File: src/sv/bbc_pkg.sv
// ----------------------------------------------------------------------------
// bbc_pkg: shared types and constants of the bracket balance checker
// Holds the command and op codes, the bracket kinds, the report status codes
// and the tables that map a bracket kind to its opener and closer ASCII code.
// ----------------------------------------------------------------------------
package bbc_pkg;

	// stack sizing
	localparam int STACK_DEPTH = 64;
	localparam int STACK_AW    = (STACK_DEPTH > 1) ? $clog2(STACK_DEPTH) : 1;
	localparam int LEVEL_W     = $clog2(STACK_DEPTH + 1);

	// queue between the front and back parts
	localparam int QUEUE_DEPTH = 2;
	localparam int QPTR_W      = (QUEUE_DEPTH > 1) ? $clog2(QUEUE_DEPTH) : 1;
	localparam int QCNT_W      = $clog2(QUEUE_DEPTH + 1);

	localparam int LINE_W = 16;

	// input commands
	typedef enum logic [1:0] {
		CMD_CHAR = 2'd0,
		CMD_EOL  = 2'd1,
		CMD_EOT  = 2'd2
	} cmd_t;

	// bracket kinds as held on the stack
	typedef enum logic [1:0] {
		KIND_ROUND  = 2'd0,
		KIND_SQUARE = 2'd1,
		KIND_CURLY  = 2'd2
	} kind_t;

	// report status
	typedef enum logic [1:0] {
		ST_BALANCED = 2'd0,
		ST_MISMATCH = 2'd1,
		ST_UNCLOSED = 2'd2,
		ST_OVERFLOW = 2'd3
	} status_t;

	// classified operations handed to the back part
	typedef enum logic [1:0] {
		OP_PUSH = 2'd0,
		OP_POP  = 2'd1,
		OP_EOL  = 2'd2,
		OP_EOT  = 2'd3
	} op_code_t;

	typedef struct packed {
		op_code_t code;
		kind_t    kind;
	} op_t;

	// bracket characters
	localparam logic [7:0] CH_LROUND  = 8'h28;
	localparam logic [7:0] CH_RROUND  = 8'h29;
	localparam logic [7:0] CH_LSQUARE = 8'h5B;
	localparam logic [7:0] CH_RSQUARE = 8'h5D;
	localparam logic [7:0] CH_LCURLY  = 8'h7B;
	localparam logic [7:0] CH_RCURLY  = 8'h7D;
	localparam logic [7:0] CH_NONE    = 8'h00;

	function automatic logic [7:0] opener_ascii(input logic [1:0] k);
		logic [7:0] c;
		unique case (k)
			KIND_ROUND:  c = CH_LROUND;
			KIND_SQUARE: c = CH_LSQUARE;
			KIND_CURLY:  c = CH_LCURLY;
			default:     c = CH_NONE;
		endcase
		return c;
	endfunction

	function automatic logic [7:0] closer_ascii(input logic [1:0] k);
		logic [7:0] c;
		unique case (k)
			KIND_ROUND:  c = CH_RROUND;
			KIND_SQUARE: c = CH_RSQUARE;
			KIND_CURLY:  c = CH_RCURLY;
			default:     c = CH_NONE;
		endcase
		return c;
	endfunction

endpackage

File: src/sv/bbc_ram.sv
// ----------------------------------------------------------------------------
// bbc_ram: generic single-write, single-read RAM
// One write port and one read port; the read data is registered.
// ----------------------------------------------------------------------------
module bbc_ram #(
	parameter int WIDTH = 2,
	parameter int DEPTH = 64
) (
	input  logic                                    clk,
	input  logic                                    wr_en,
	input  logic [((DEPTH > 1) ? $clog2(DEPTH) : 1)-1:0] wr_addr,
	input  logic [WIDTH-1:0]                        wr_data,
	input  logic [((DEPTH > 1) ? $clog2(DEPTH) : 1)-1:0] rd_addr,
	output logic [WIDTH-1:0]                        rd_data
);

	logic [WIDTH-1:0] mem_q [DEPTH];
	logic [WIDTH-1:0] rd_data_q;

	// write and registered read
	always_ff @(posedge clk) begin
		if (wr_en) begin
			mem_q[wr_addr] <= wr_data;
		end
		rd_data_q <= mem_q[rd_addr];
	end

	assign rd_data = rd_data_q;

endmodule

File: src/sv/bbc_back.sv
// ----------------------------------------------------------------------------
// bbc_back: stack execution and report register
// Runs one op per cycle on the stack; an end of text loads the report, waiting
// if the report slot is busy. The top two entries live in registers; the RAM
// read is aimed one entry lower so back-to-back pops always find their data.
// ----------------------------------------------------------------------------
module bbc_back (
	input  logic                        clk,
	input  logic                        arst_n,
	input  logic                        op_valid,
	input  bbc_pkg::op_t                op,
	output logic                        op_pop,
	output logic                        report_valid,
	input  logic                        report_stall,
	output logic [1:0]                  status,
	output logic [bbc_pkg::LINE_W-1:0]  fault_line,
	output logic [7:0]                  bracket_char
);

	logic [bbc_pkg::LEVEL_W-1:0]   level_q, level_d;
	bbc_pkg::kind_t                top_q, top_d;
	bbc_pkg::kind_t                below_q, below_d;
	logic [bbc_pkg::LINE_W-1:0]    line_q, line_d;
	bbc_pkg::status_t              err_q, err_d;
	logic [bbc_pkg::LINE_W-1:0]    err_line_q, err_line_d;
	bbc_pkg::kind_t                err_kind_q, err_kind_d;

	logic                          report_valid_q;
	logic [1:0]                    status_q;
	logic [bbc_pkg::LINE_W-1:0]    fault_line_q;
	logic [7:0]                    bracket_char_q;

	logic                          out_free;
	logic                          exec;
	logic                          emit;
	logic [bbc_pkg::LINE_W-1:0]    cur_line;
	logic [bbc_pkg::LEVEL_W-1:0]   rd_level;
	logic                          wr_en;
	logic [bbc_pkg::STACK_AW-1:0]  wr_addr;
	logic [bbc_pkg::STACK_AW-1:0]  rd_addr;
	logic [1:0]                    rd_data;
	bbc_pkg::status_t              rep_status;
	logic [bbc_pkg::LINE_W-1:0]    rep_line;
	logic [7:0]                    rep_char;

	// take an op unless it is an end of text with the report slot busy
	assign out_free = !report_valid_q || !report_stall;
	assign exec     = op_valid && ((op.code != bbc_pkg::OP_EOT) || out_free);
	assign op_pop   = exec;
	assign emit     = exec && (op.code == bbc_pkg::OP_EOT);

	assign cur_line = (line_q == '1) ? line_q : line_q + 1'b1;

	// execute the op
	always_comb begin
		level_d    = level_q;
		top_d      = top_q;
		below_d    = below_q;
		line_d     = line_q;
		err_d      = err_q;
		err_line_d = err_line_q;
		err_kind_d = err_kind_q;
		wr_en      = 1'b0;
		wr_addr    = level_q[bbc_pkg::STACK_AW-1:0];
		if (exec) begin
			unique case (op.code)
				bbc_pkg::OP_PUSH: begin
					if (err_q == bbc_pkg::ST_BALANCED) begin
						if (level_q == bbc_pkg::LEVEL_W'(bbc_pkg::STACK_DEPTH)) begin
							err_d      = bbc_pkg::ST_OVERFLOW;
							err_line_d = cur_line;
							err_kind_d = bbc_pkg::KIND_ROUND;
						end else begin
							wr_en   = 1'b1;
							below_d = top_q;
							top_d   = op.kind;
							level_d = level_q + 1'b1;
						end
					end
				end
				bbc_pkg::OP_POP: begin
					if (err_q == bbc_pkg::ST_BALANCED) begin
						if ((level_q != '0) && (top_q == op.kind)) begin
							top_d   = below_q;
							below_d = bbc_pkg::kind_t'(rd_data);
							level_d = level_q - 1'b1;
						end else begin
							err_d      = bbc_pkg::ST_MISMATCH;
							err_line_d = cur_line;
							err_kind_d = op.kind;
						end
					end
				end
				bbc_pkg::OP_EOL: begin
					line_d = cur_line;
				end
				bbc_pkg::OP_EOT: begin
					level_d    = '0;
					line_d     = '0;
					err_d      = bbc_pkg::ST_BALANCED;
					err_line_d = '0;
					err_kind_d = bbc_pkg::KIND_ROUND;
				end
				default: level_d = level_q;
			endcase
		end
	end

	// aim the read at the entry under the next-state second entry
	assign rd_level = level_d - bbc_pkg::LEVEL_W'(3);
	assign rd_addr  = rd_level[bbc_pkg::STACK_AW-1:0];

	bbc_ram #(
		.WIDTH(2),
		.DEPTH(bbc_pkg::STACK_DEPTH)
	) u_stack (
		.clk     (clk),
		.wr_en   (wr_en),
		.wr_addr (wr_addr),
		.wr_data (op.kind),
		.rd_addr (rd_addr),
		.rd_data (rd_data)
	);

	// build the report from the latched state
	always_comb begin
		rep_status = bbc_pkg::ST_BALANCED;
		rep_line   = '0;
		rep_char   = bbc_pkg::CH_NONE;
		priority if (err_q == bbc_pkg::ST_MISMATCH) begin
			rep_status = bbc_pkg::ST_MISMATCH;
			rep_line   = err_line_q;
			rep_char   = bbc_pkg::opener_ascii(err_kind_q);
		end else if (err_q == bbc_pkg::ST_OVERFLOW) begin
			rep_status = bbc_pkg::ST_OVERFLOW;
			rep_line   = err_line_q;
		end else if (level_q != '0) begin
			rep_status = bbc_pkg::ST_UNCLOSED;
			rep_line   = line_q;
			rep_char   = bbc_pkg::closer_ascii(top_q);
		end else begin
			rep_status = bbc_pkg::ST_BALANCED;
		end
	end

	// update control state
	always_ff @(posedge clk or negedge arst_n) begin
		if (!arst_n) begin
			level_q        <= '0;
			line_q         <= '0;
			err_q          <= bbc_pkg::ST_BALANCED;
			err_line_q     <= '0;
			err_kind_q     <= bbc_pkg::KIND_ROUND;
			report_valid_q <= 1'b0;
		end else begin
			level_q    <= level_d;
			line_q     <= line_d;
			err_q      <= err_d;
			err_line_q <= err_line_d;
			err_kind_q <= err_kind_d;
			if (emit) begin
				report_valid_q <= 1'b1;
			end else if (!report_stall) begin
				report_valid_q <= 1'b0;
			end
		end
	end

	// hold stack top registers and report payload
	always_ff @(posedge clk) begin
		top_q   <= top_d;
		below_q <= below_d;
		if (emit) begin
			status_q       <= rep_status;
			fault_line_q   <= rep_line;
			bracket_char_q <= rep_char;
		end
	end

	assign report_valid = report_valid_q;
	assign status       = status_q;
	assign fault_line   = fault_line_q;
	assign bracket_char = bracket_char_q;

endmodule

File: config.mk
export PLATFORM = sky130hd
export DESIGN_NAME = bbc_back
export DESIGN_NICKNAME = d
export VERILOG_FILES = /design/src/sv/bbc_pkg.sv /design/src/sv/bbc_ram.sv /design/src/sv/bbc_back.sv
export SDC_FILE = /design/constraint.sdc
export NUM_CORES = 1
export LEC_CHECK = 0
export ABC_AREA = 1
export ABC_CLOCK_PERIOD_IN_PS = 2900
export BUFFER_PORTS_ARGS = -buffer_cell sky130_fd_sc_hd__buf_4
export CORE_MARGIN = 2
export CORE_UTILIZATION = 41
export CTS_CLUSTER_DIAMETER = 120
export DETAILED_ROUTE_END_ITERATION = 12
export PLACE_DENSITY_LB_ADDON = 0.08
export RECOVER_POWER = 100
export SLEW_MARGIN = 40
export SYNTH_ARGS = -nofsm -noshare
export SYNTH_HDL_FRONTEND = slang
export SYNTH_SLANG_ARGS = --single-unit
File: constraint.sdc
create_clock -name clk -period 2.9 [get_ports clk]
set_input_delay 0.145 -clock clk [delete_from_list [all_inputs] [get_ports clk]]
set_output_delay 0.145 -clock clk [all_outputs]
set_load 0.02 [all_outputs]
Yosys cells after proc, flatten, opt, wreduce, memory -nomap -nowiden
Memories as Yosys holds them, arrays and structs flattened. A register that Yosys moved wholly into a read port is not among the register bits. Index checks and enable logic that the tools add are counted.

Register bits after elaboration: 74. Memories: 1. Bits in writable memories: 128.

Memory list: u_stack.mem_q (words 64, width 2, rd ports 1, clocked after Yosys merged registers in 1, write ports 1, line bbc_ram.sv:17) `logic [WIDTH-1:0] mem_q [DEPTH];`.

Mux-type cells: 51. Reduce and logical (&&, ||, !) cells: 19. Add/subtract/negate cells: 4. Eq/ne operators: 20.

Operators by type and width (count): 16-bit 2-to-1 mux (8); 7-bit one-hot mux with 3 select lines (3); 7-bit 2-to-1 mux (7); 16-bit one-hot mux with 3 select lines (1); 2-bit 2-to-1 mux (18); 16-bit one-hot mux with 2 select lines (1); 16-bit by 1-bit adder with 16-bit output, second input constant (1); 16-bit equality test, second input constant (1); 2-bit inequality test, second input constant (7); 2-bit one-hot mux with 3 select lines (2); 6-bit AND reduction (2); 2-bit equality test, second input constant (5); 2-bit by 1-bit equality test with 1-bit output, second input constant (4); 2-bit logical NOT (4); 1-bit 2-to-1 mux (8); 8-bit 2-to-1 mux (1); 2-bit one-hot mux with 2 select lines (2); 7-bit by 1-bit adder with 7-bit output, second input constant (1); 7-bit equality test, second input constant (1); 7-bit nonzero test (1); 7-bit by 1-bit subtractor with 7-bit output, second input constant (1); 6-bit by 2-bit subtractor with 6-bit output, second input constant (1); 2-bit nonzero test (2); 1-bit logical AND (3); 7 further kinds (9).

Depth between registers and ports, before layout
Gate-level depths: netlist (run 1).

Word-level depth: 7. Gate-level depth with buffers: 24. Depth with buffers taken out: 21.

Hierarchy
Synthesis (run 1) repeated with hierarchy kept, for this count alone.

Cells, all modules: 1001. Area total of the unflattened synthesis: 9590.4 µm².

Modules (own cells, without submodules): bbc_ram (area an instance 5614.1 µm², cells an instance 520, times used 1, sequential area each 3883.7 µm²); bbc_back (area an instance 3976.3 µm², cells an instance 481, times used 1, sequential area each 1941.9 µm²).

Least setup slack after synthesis (run 1)
OpenSTA, ideal clock, no wires.

Kind: register to register. From: register level_q[0] (netlist name). To: register u_stack.rd_data_q[0] (netlist: u_stack.rd_data[0]) (read register of u_stack.mem_q). Cell stages (with the launch flop): 24. Arrival: 2987 ps. Slack: -145 ps. Period minus slack after synthesis: 3045 ps. Path buffers: 3. Setup time: 58 ps. Path through: dfrtp_1 > buf_2 > inv_2 > ha_1 > nand2_1 > nor2_2 > nand2_4 > nand2_4 > nand2_4 > nand3_2 > nand2_1 > nand2_2 > buf_2 > ha_1 > clkinv_1 > clkbuf_1 > o21ai_0 > o21ai_1 > nand2_1 > nand2_1 > nand2_1 > nand3_1 > nand3_1 > nand2_1.

Longest elaborated chain between the ends: 7. Elaborated cells between the ends (all ways): 12.

Ends and longest elaborated chain: from (decl) (line bbc_back.sv:20) `logic [bbc_pkg::LEVEL_W-1:0] level_q, level_d;`; from (signal assigned) (line bbc_back.sv:156) `level_q <= level_d;`; branches (longest 5 deep; another with 7-bit by 1-bit subtractor with 7-bit output); 7-bit 2-to-1 mux * (line bbc_back.sv:65) `if (exec) begin`; via level_d, one bit (line bbc_back.sv:20); 6-bit by 2-bit subtractor with 6-bit output * (line bbc_back.sv:110) `assign rd_level = level_d - bbc_pkg::LEVEL_W'(3);`; to (decl) (line bbc_ram.sv:18) `logic [WIDTH-1:0] rd_data_q;`.

Mark *: on every way through the listed nets, which the timed path passes. A chain may end at the register's enable or synchronous reset.

Worst setup path in the final report (run 1)
From: input port op[2] (netlist name). To: register u_stack.rd_data_q[1] (netlist: u_stack.rd_data[1]) (read register of u_stack.mem_q).

Longest elaborated chain between the ends: 5. Elaborated cells between the ends (all ways): 9.

Ends and longest elaborated chain: from (decl) (line bbc_back.sv:11) `input bbc_pkg::op_t op,`; branches (longest 3 deep; another with 7-bit one-hot mux with 3 select lines); 7-bit 2-to-1 mux * (line bbc_back.sv:65); via level_d, one bit (line bbc_back.sv:20); 6-bit by 2-bit subtractor with 6-bit output * (line bbc_back.sv:110).

Marked as above.

==> results of run 1 <==
-- per-layer routing --
metal / wire, um / part of all wire, % / track usage [%] / up-vias
met5: 0 / 0 / 0 / -
met2: 11500 / 45 / 32.1 / 189
met4: 700 / 2.8 / 5.87 / 0
li1: - / - / - / 3721
met1: 11700 / 46 / 28.2 / 3516
met3: 1510 / 5.9 / 2.72 / 47
-- cells by family after synthesis --
logic type      synth area share [%]
buf+inv                         7.05
compound gates                  7.99
other cells                   0.0381
simple gates                    23.7
xor+xnor                       0.700
flops                           59.2
fa+ha+maj                       1.27
-- report_power, final --
part           leakage (nW)  switching (W)  total (W)  internal, W
registers              2.03      0.0000870    0.00337      0.00328
clock network         0.347        0.00111    0.00273      0.00162
logic                  2.44        0.00271    0.00418      0.00146
total                  4.81        0.00391     0.0103      0.00637
-- tightest hold or removal path, delay by kind of cell --
| family | cells | cell delay (ns) |
|---|---|---|
| compound gates | 1 | 0.07 |
| buf+inv | 1 | 0.12 |
| simple gates | 2 | 0.24 |
-- worst paths after layout --
kind | startpoint | end | slack, ns | depth (start not counted)
worst max register to register | level_q[2] | u_stack.mem_q[34][0] | 0.18 | 11
worst min register to register | err_line_q[1] | err_line_q[1] | 0.48 | 2
worst min-delay path | op[3] | line_q[4] | 0.12 | 4
worst max-delay path | op[2] | u_stack.rd_data[1] | 0.18 | 21
max in group asynchronous | arst_n | line_q[10] | 1.76 | 2
min in group asynchronous | arst_n | err_line_q[3] | 0.40 | 2
-- area by class of cell --
class / instances / area [um^2] / area share (%)
well taps: 319 / 399 / 3.43
clock buffers: 28 / 594 / 5.11
multi-input cells: 696 / 3390 / 29.1
clock inverters: 13 / 108 / 0.925
flip-flops and latches: 202 / 5830 / 50.1
repair buffers: 94 / 811 / 6.97
inverters: 133 / 510 / 4.39
-- cells in the mapped netlist, drive strengths merged --
cell type,number,share of area (%)
dfxtp,2,0.41
a31oi,1,0.13
ha,10,1.3
nand3,98,5.2
nor2,116,4.7
xnor2,1,0.089
dfrtp,44,11
buf,20,1.3
a21oi,21,1.1
a211oi,1,0.076
nand2,294,12
o22ai,9,0.57
nand4,6,0.53
o21ai,93,5.0
inv,130,5.0
o32ai,1,0.089
o2111ai,1,0.089
nor3,14,0.71
clkinv,3,0.11
a221oi,1,0.089
o211ai,12,0.92
nand3b,3,0.23
clkbuf,18,0.69
nor4,4,0.41
conb,1,0.038
xor2,6,0.61
edfxtp,156,48
or2,3,0.19
-- what timing repair did --
item | CTS | global route
hold endpoints to repair | 48 | 0
resized for setup | 0 | 28
setup endpoints to repair | 0 | 37
hold buffers | 5 | 0
setup buffers | 0 | 9
-- state kept, by name (all words and copies together), names as in the netlist --
register and count:
below_q 2, bracket_char 6, err_kind_q 2, err_line_q 16
err_q 2, fault_line 16, level_q 7, line_q 16
report_valid 1, status 2, top_q 2, u_stack.mem_q 128
u_stack.rd_data 2
-- metrics by stage --
stage               utilization (%)  area, um^2  setup WS [ns]  total power, W  instances
floorplan                         -        9850         0.0235         0.00584       1069
global placement               45.3       10700         0.0834         0.00715       1429
detailed placement             45.3       10700         0.0527         0.00714       1429
CTS                            48.5       11400         0.0327         0.00988       1475
global route                   49.4       11600        -0.0745          0.0109       1485
finish                         49.4       11600          0.179          0.0103       1485
==> metrics.yaml, run 1 <==
outcome: "complete, no violations"
slew_violations: 0
cts_buffer_depth: 3
final_cell_mix: "nand2_1, edfxtp_1, inv_1"
final_layout_size_suffix_gt1_share_pct: 14.8
die_y_um: 159
critical_path_arrival_ns: 3.11
syn-mean-instance-area_um2: 9.20
grt_setup_unrepaired: "true"
layout_commonest_cell: "nand2_1"
dr.pass1.iters: 8
fmax_mhz: 368
whs_ns: 0.117
drc: 0
fin_nets: 1168
cap_violations: 0
die_area_mm2: 0.0252
path_common_cell: "nand3_1"
cts_sinks: 202
synthCells: 1069
setup_viol_count_final: 0
finalCriticalPeriod_ns: 2.72
viasPerCell: 5.03
slowest_stage: "dlygate4sd3_1"
io_buffer_count: 34
powerDensity_mw_per_mm2: 884
clk-insertion-delay-late_ns: 0.51
crit_fanout: 10
place.gp.congestion: 0.865
relSlewSlack_pct: 21.2
setup-tns-final_ns: 0
crit_type: "in -> reg"
p_leak_nw: 4.81
startpoint_type: "primary input"
grt_first_pass_wirelength_mm: 40.0
holdCritPathClass: "in -> reg"
initial_core_util_pct: 41.8
ctsHtreeMaxLevel: 1
diodes: 0
core-area_mm2: 0.0235
hpwl_mm: 16.2
tightest_slew_ns: 1.18
cts-root-buf: "clkbuf_16"
grt_start_max_net_pins: 65
yosysWarnings: 0
area_delta_synth_final_pct: 18.3
fillers: 2303
crit_required_ns: 3.29
clk_pin_slew_worst_paths_ns: 0.06
vdd_drop_max_v: 0.000493
cp_slowest_stage_delay_ns: 0.53
numCtsBuffers: 23
rows: 56
globalRouteTotalUtil_pct: 19.9
cp-end-kind: "flop"
synth-seq-cells: 202
vias: 7473
grt-ovfl-total: 0
grt_pass1_vias: 7259
antenna_found_initial: 0
syn_nets: 1087
crit_buf_inv: 7
num_io_pins: 36
min_period_over_period_pct: 93.8
syn-cell-area_mm2: 0.00984
final-hold-violation-count: 0
synth-seq-area-share_pct: 59.2
drt_iter0_markers: 490
totalWireLength_mm: 25.4
detail-route-antenna-nets: 0
cts_tree: "built"
wl_per_cell_um: 17.1
die_w_um: 159
finalClockSkew_ns: 0.0140
yosysUniqueCellTypes: 43
crit_path_cell_trace: "dlygate4sd3_1 > buf_4 > nand2_4 > o21ai_4 > inv_2 > o21ai_4 > inv_2 > nand3_1 > nand2_2 > ha_4 > inv_6 > buf_12 > buf_12 > nand3_1 > nand2_1 > nand3_1 > nand2_1 > nand2_1 > nand3_1 > nand3_1 > nand2_1"
critical_path.top_delay_family: "buffers and inverters"
No activity file was read; power rests on OpenSTA's default activity.
==> run 2: changes to the inputs <==
SYNTH_HIERARCHICAL = 1   (was not set)
==> metrics.yaml, run 2 <==
dr.pass1.iters: 5  # was 8
cts-root-buf: "clkbuf_16"  # unchanged
yosys.area.top_type: "edfxtp_1"  # unchanged
cts_sinks: 202  # unchanged
p_sw_w: 0.00390  # was 0.00391 W
startpoint_type: "flop"  # was primary input
critPathLaunch: "level_q[0]"  # was op[2]
grt_pass1_vias: 6926  # was 7259
cts_buffer_depth: 3  # unchanged
switching_share_pct: 37.2  # was 38.0%
holdCritPathClass: "in -> reg"  # unchanged
io_buffer_count: 34  # unchanged
drc: 0  # unchanged
cp-end-kind: "flop"  # unchanged
power_frac_seq_pct: 32.7  # was 32.8%
critical_path_arrival_ns: 2.94  # was 3.11 ns
tightest_slew_ns: 1.31  # was 1.18 ns
clk_pin_slew_worst_paths_ns: 0.06  # about the same
grt_first_pass_wirelength_mm: 37.7  # was 40.0 mm
p_leak_nw: 4.31  # was 4.81 nW
critical_path.endpoint: "u_stack/mem_q[34][0]"  # was u_stack.rd_data[1]
vias: 7144  # was 7473
rows: 55  # was 56
fmax_mhz: 365  # was 368 MHz
fin_nets: 1087  # was 1168
vdd_drop_max_v: 0.000538  # was 0.000493 V
ys_async_sr_fraction_pct: 21.8  # unchanged
grt_use_met1_pct: 26.3  # was 28.2%
viasPerCell: 5.10  # was 5.03
outcome: "complete, no violations"  # unchanged
initial_core_util_pct: 42.1  # was 41.8%
rr_endpoint: "u_stack/mem_q[34][0]"  # was u_stack.mem_q[34][0]
synthTopCellsByCount: "nand2_1, edfxtp_1, nand3_1"  # was nand2_1, edfxtp_1, inv_1
synth-edff-count: 156  # unchanged
globalRouteTotalUtil_pct: 19.9  # about the same
synth-seq-area-share_pct: 60.7  # was 59.2%
pre_cts_ws_ns: 0.0986  # was 0.0527 ns
synthCells: 1001  # was 1069
fillers: 2210  # was 2303
final_layout_size_suffix_gt1_share_pct: 10.3  # was 14.8%
synth_area_leaders: "edfxtp_1, dfrtp_1, nand2_1, nand3_1, nor2_1"  # was edfxtp_1, dfrtp_1, nand2_1, nand3_1, inv_1
die_area_mm2: 0.0246  # was 0.0252 mm^2
regArea_mm2: 0.00583  # unchanged
slew_violations: 0  # unchanged
yosysWarnings: 6  # was 0
synth_top_area_share_pct: 48.8  # was 47.6%
totalWireLength_mm: 24.9  # was 25.4 mm
antenna_found_initial: 0  # unchanged
relSlewSlack_pct: 12.7  # was 21.2%
holdPathStages: 5  # was 4
syn-cell-area_mm2: 0.00959  # was 0.00984 mm^2
core-area_mm2: 0.0228  # was 0.0235 mm^2
busiest_layer: "met2"  # unchanged
layout_commonest_cell: "nand2_1"  # unchanged
final_cell_mix: "nand2_1, edfxtp_1, nand3_1"  # was nand2_1, edfxtp_1, inv_1
grt_use_met2_pct: 34.6  # was 32.1%
combPwrFrac_pct: 39.2  # was 40.6%
yosysUniqueCellTypes: 36  # was 43
min_period_over_period_pct: 94.6  # was 93.8%
ctsHtreeMaxLevel: 1  # unchanged
cap_violations: 0  # unchanged
wl_per_cell_um: 17.8  # was 17.1 um
syn_nets: 1018  # was 1087
drt_iter0_markers: 518  # was 490
rrSetupSlack_ns: 0.16  # was 0.18 ns
final_cell_area_mm2: 0.0111  # was 0.0116 mm^2
crit_type: "reg -> reg"  # was in -> reg
cts_tree: "built"  # unchanged
clkPwrFrac_pct: 28.1  # was 26.6%
crit_fanout: 8  # was 10
powerDensity_mw_per_mm2: 941  # was 884 mW/mm^2
finalCriticalPeriod_ns: 2.74  # was 2.72 ns
grt-ovfl-total: 0  # unchanged
setup_viol_count_final: 0  # unchanged
area_delta_synth_final_pct: 16.0  # was 18.3%
place.gp.congestion: 0.826  # was 0.865
gr-usage-met3_pct: 2.75  # was 2.72%
num_io_pins: 36  # unchanged
synth_most_common_cell: "nand2_1"  # unchanged
grt_start_max_net_pins: 66  # was 65
ys.flop_type: "edfxtp_1"  # unchanged
rr_worst_depth: 10  # was 11
p_int_w: 0.00657  # was 0.00637 W
syn-mean-instance-area_um2: 9.58  # was 9.20 um^2
finalClockSkew_ns: 0.0133  # was 0.0140 ns
rr_startpoint: "level_q[0]"  # was level_q[2]
numCtsBuffers: 23  # unchanged
dpl_cell_area_mm2: 0.0103  # was 0.0107 mm^2
synth-seq-cells: 202  # unchanged
die_y_um: 157  # was 159 um
detail-route-antenna-nets: 0  # unchanged
crit_required_ns: 3.10  # was 3.29 ns
largest_reg_flops: 128  # unchanged
die_w_um: 157  # was 159 um
diodes: 0  # unchanged
multi_input_area_mm2: 0.00320  # was 0.00339 mm^2
regMostFlops: "u_stack/mem_q"  # was u_stack.mem_q
setup_ws_ns: 0.157  # was 0.179 ns
final-hold-violation-count: 0  # unchanged
hpwl_mm: 15.9  # was 16.2 mm
clk-insertion-delay-late_ns: 0.52  # was 0.51 ns
run 2: cell count changes in the layout (fill, tap and decap cells not counted), moves of 12 or more:
cell      change
o21ai_0      -13
nand3_1      +55
o21ai_1      -17
clkbuf_1     +42
inv_1        -58
nand4_1      +12
nand2_1      +14
nor2_1       -25
buf_4        -51
a21oi_1      -13
run 2: cell type report:
cell class,instances,area share [%]
clock buffers,32,5.76
well taps,313,3.52
inverters,71,2.52
multi-input cells,683,28.8
clock inverters,10,1.10
repair buffers,89,5.93
flip-flops and latches,202,52.4
run 2: cell families (layout without fill, tap and decap cells):
group | count (synthesis) | count (layout) | share of synthesized area (%)
AO/OA/AOI/OAI | 86 | 86 | 5.21
XOR/XNOR | 9 | 9 | 0.822
adder cells (fa/ha/maj) | 9 | 9 | 1.17
buffers and inverters | 116 | 202 | 5.75
flip-flops | 202 | 202 | 60.7
other | 1 | 1 | 0.0391
AND/OR/NAND/NOR | 578 | 578 | 26.3
run 2: worst min-delay path by stage:
stage | end | startpoint
2_1_floorplan | err_kind_q[0] | arst_n
3_3_place_gp | level_q[5] | arst_n
3_5_place_dp | report_valid | arst_n
4_1_cts | top_q[1] | op[1]
5_1_grt | level_q[6] | op_valid
6_report | level_q[6] | op_valid
run 2: metrics by stage:
step	total power (W)	setup TNS, ns	utilization [%]	hold WS [ns]	cells
4_1_cts	0.0100	0	48.8	0.0965	1387
2_1_floorplan	0.00596	0	-	-0.151	1001
3_3_place_gp	0.00709	0	45.3	0.199	1342
5_1_grt	0.0111	-0.0331	48.8	0.154	1400
3_5_place_dp	0.00707	0	45.3	0.196	1342
6_report	0.0105	0	48.8	0.119	1400
run 2: repair_timing:
action,in CTS,in global routing
resized for setup,0,18
setup buffers,0,8
hold buffers,3,0
endpoints found under the setup margin,0,2
endpoints found under the hold margin,46,0
run 2: worst max-delay path, cell delays in order, from the launching register on:
cell and delay [ns]:
dfrtp_1 0.36, inv_2 0.06, ha_2 0.20, nand2_2 0.11, nor2_8 0.06, nand3_1 0.12
nand3_1 0.13, nor2_1 0.27, buf_4 0.21, nand4_1 0.50, nor2_1 0.39
run 2: metal layers:
metal,up-vias,wire length (um)
met5,-,0
met4,0,567
met3,43,980
met2,146,12200
met1,3409,11200
li1,3546,-
run 2: power groups by stage:
stage	logic [W]	registers, W	clock network, W
after detailed placement	0.00360	0.00347	0
after CTS	0.00361	0.00341	0.00300
after floorplan	0.00246	0.00350	0
after global placement	0.00362	0.00347	0
final	0.00410	0.00342	0.00294
after global routing	0.00452	0.00344	0.00311
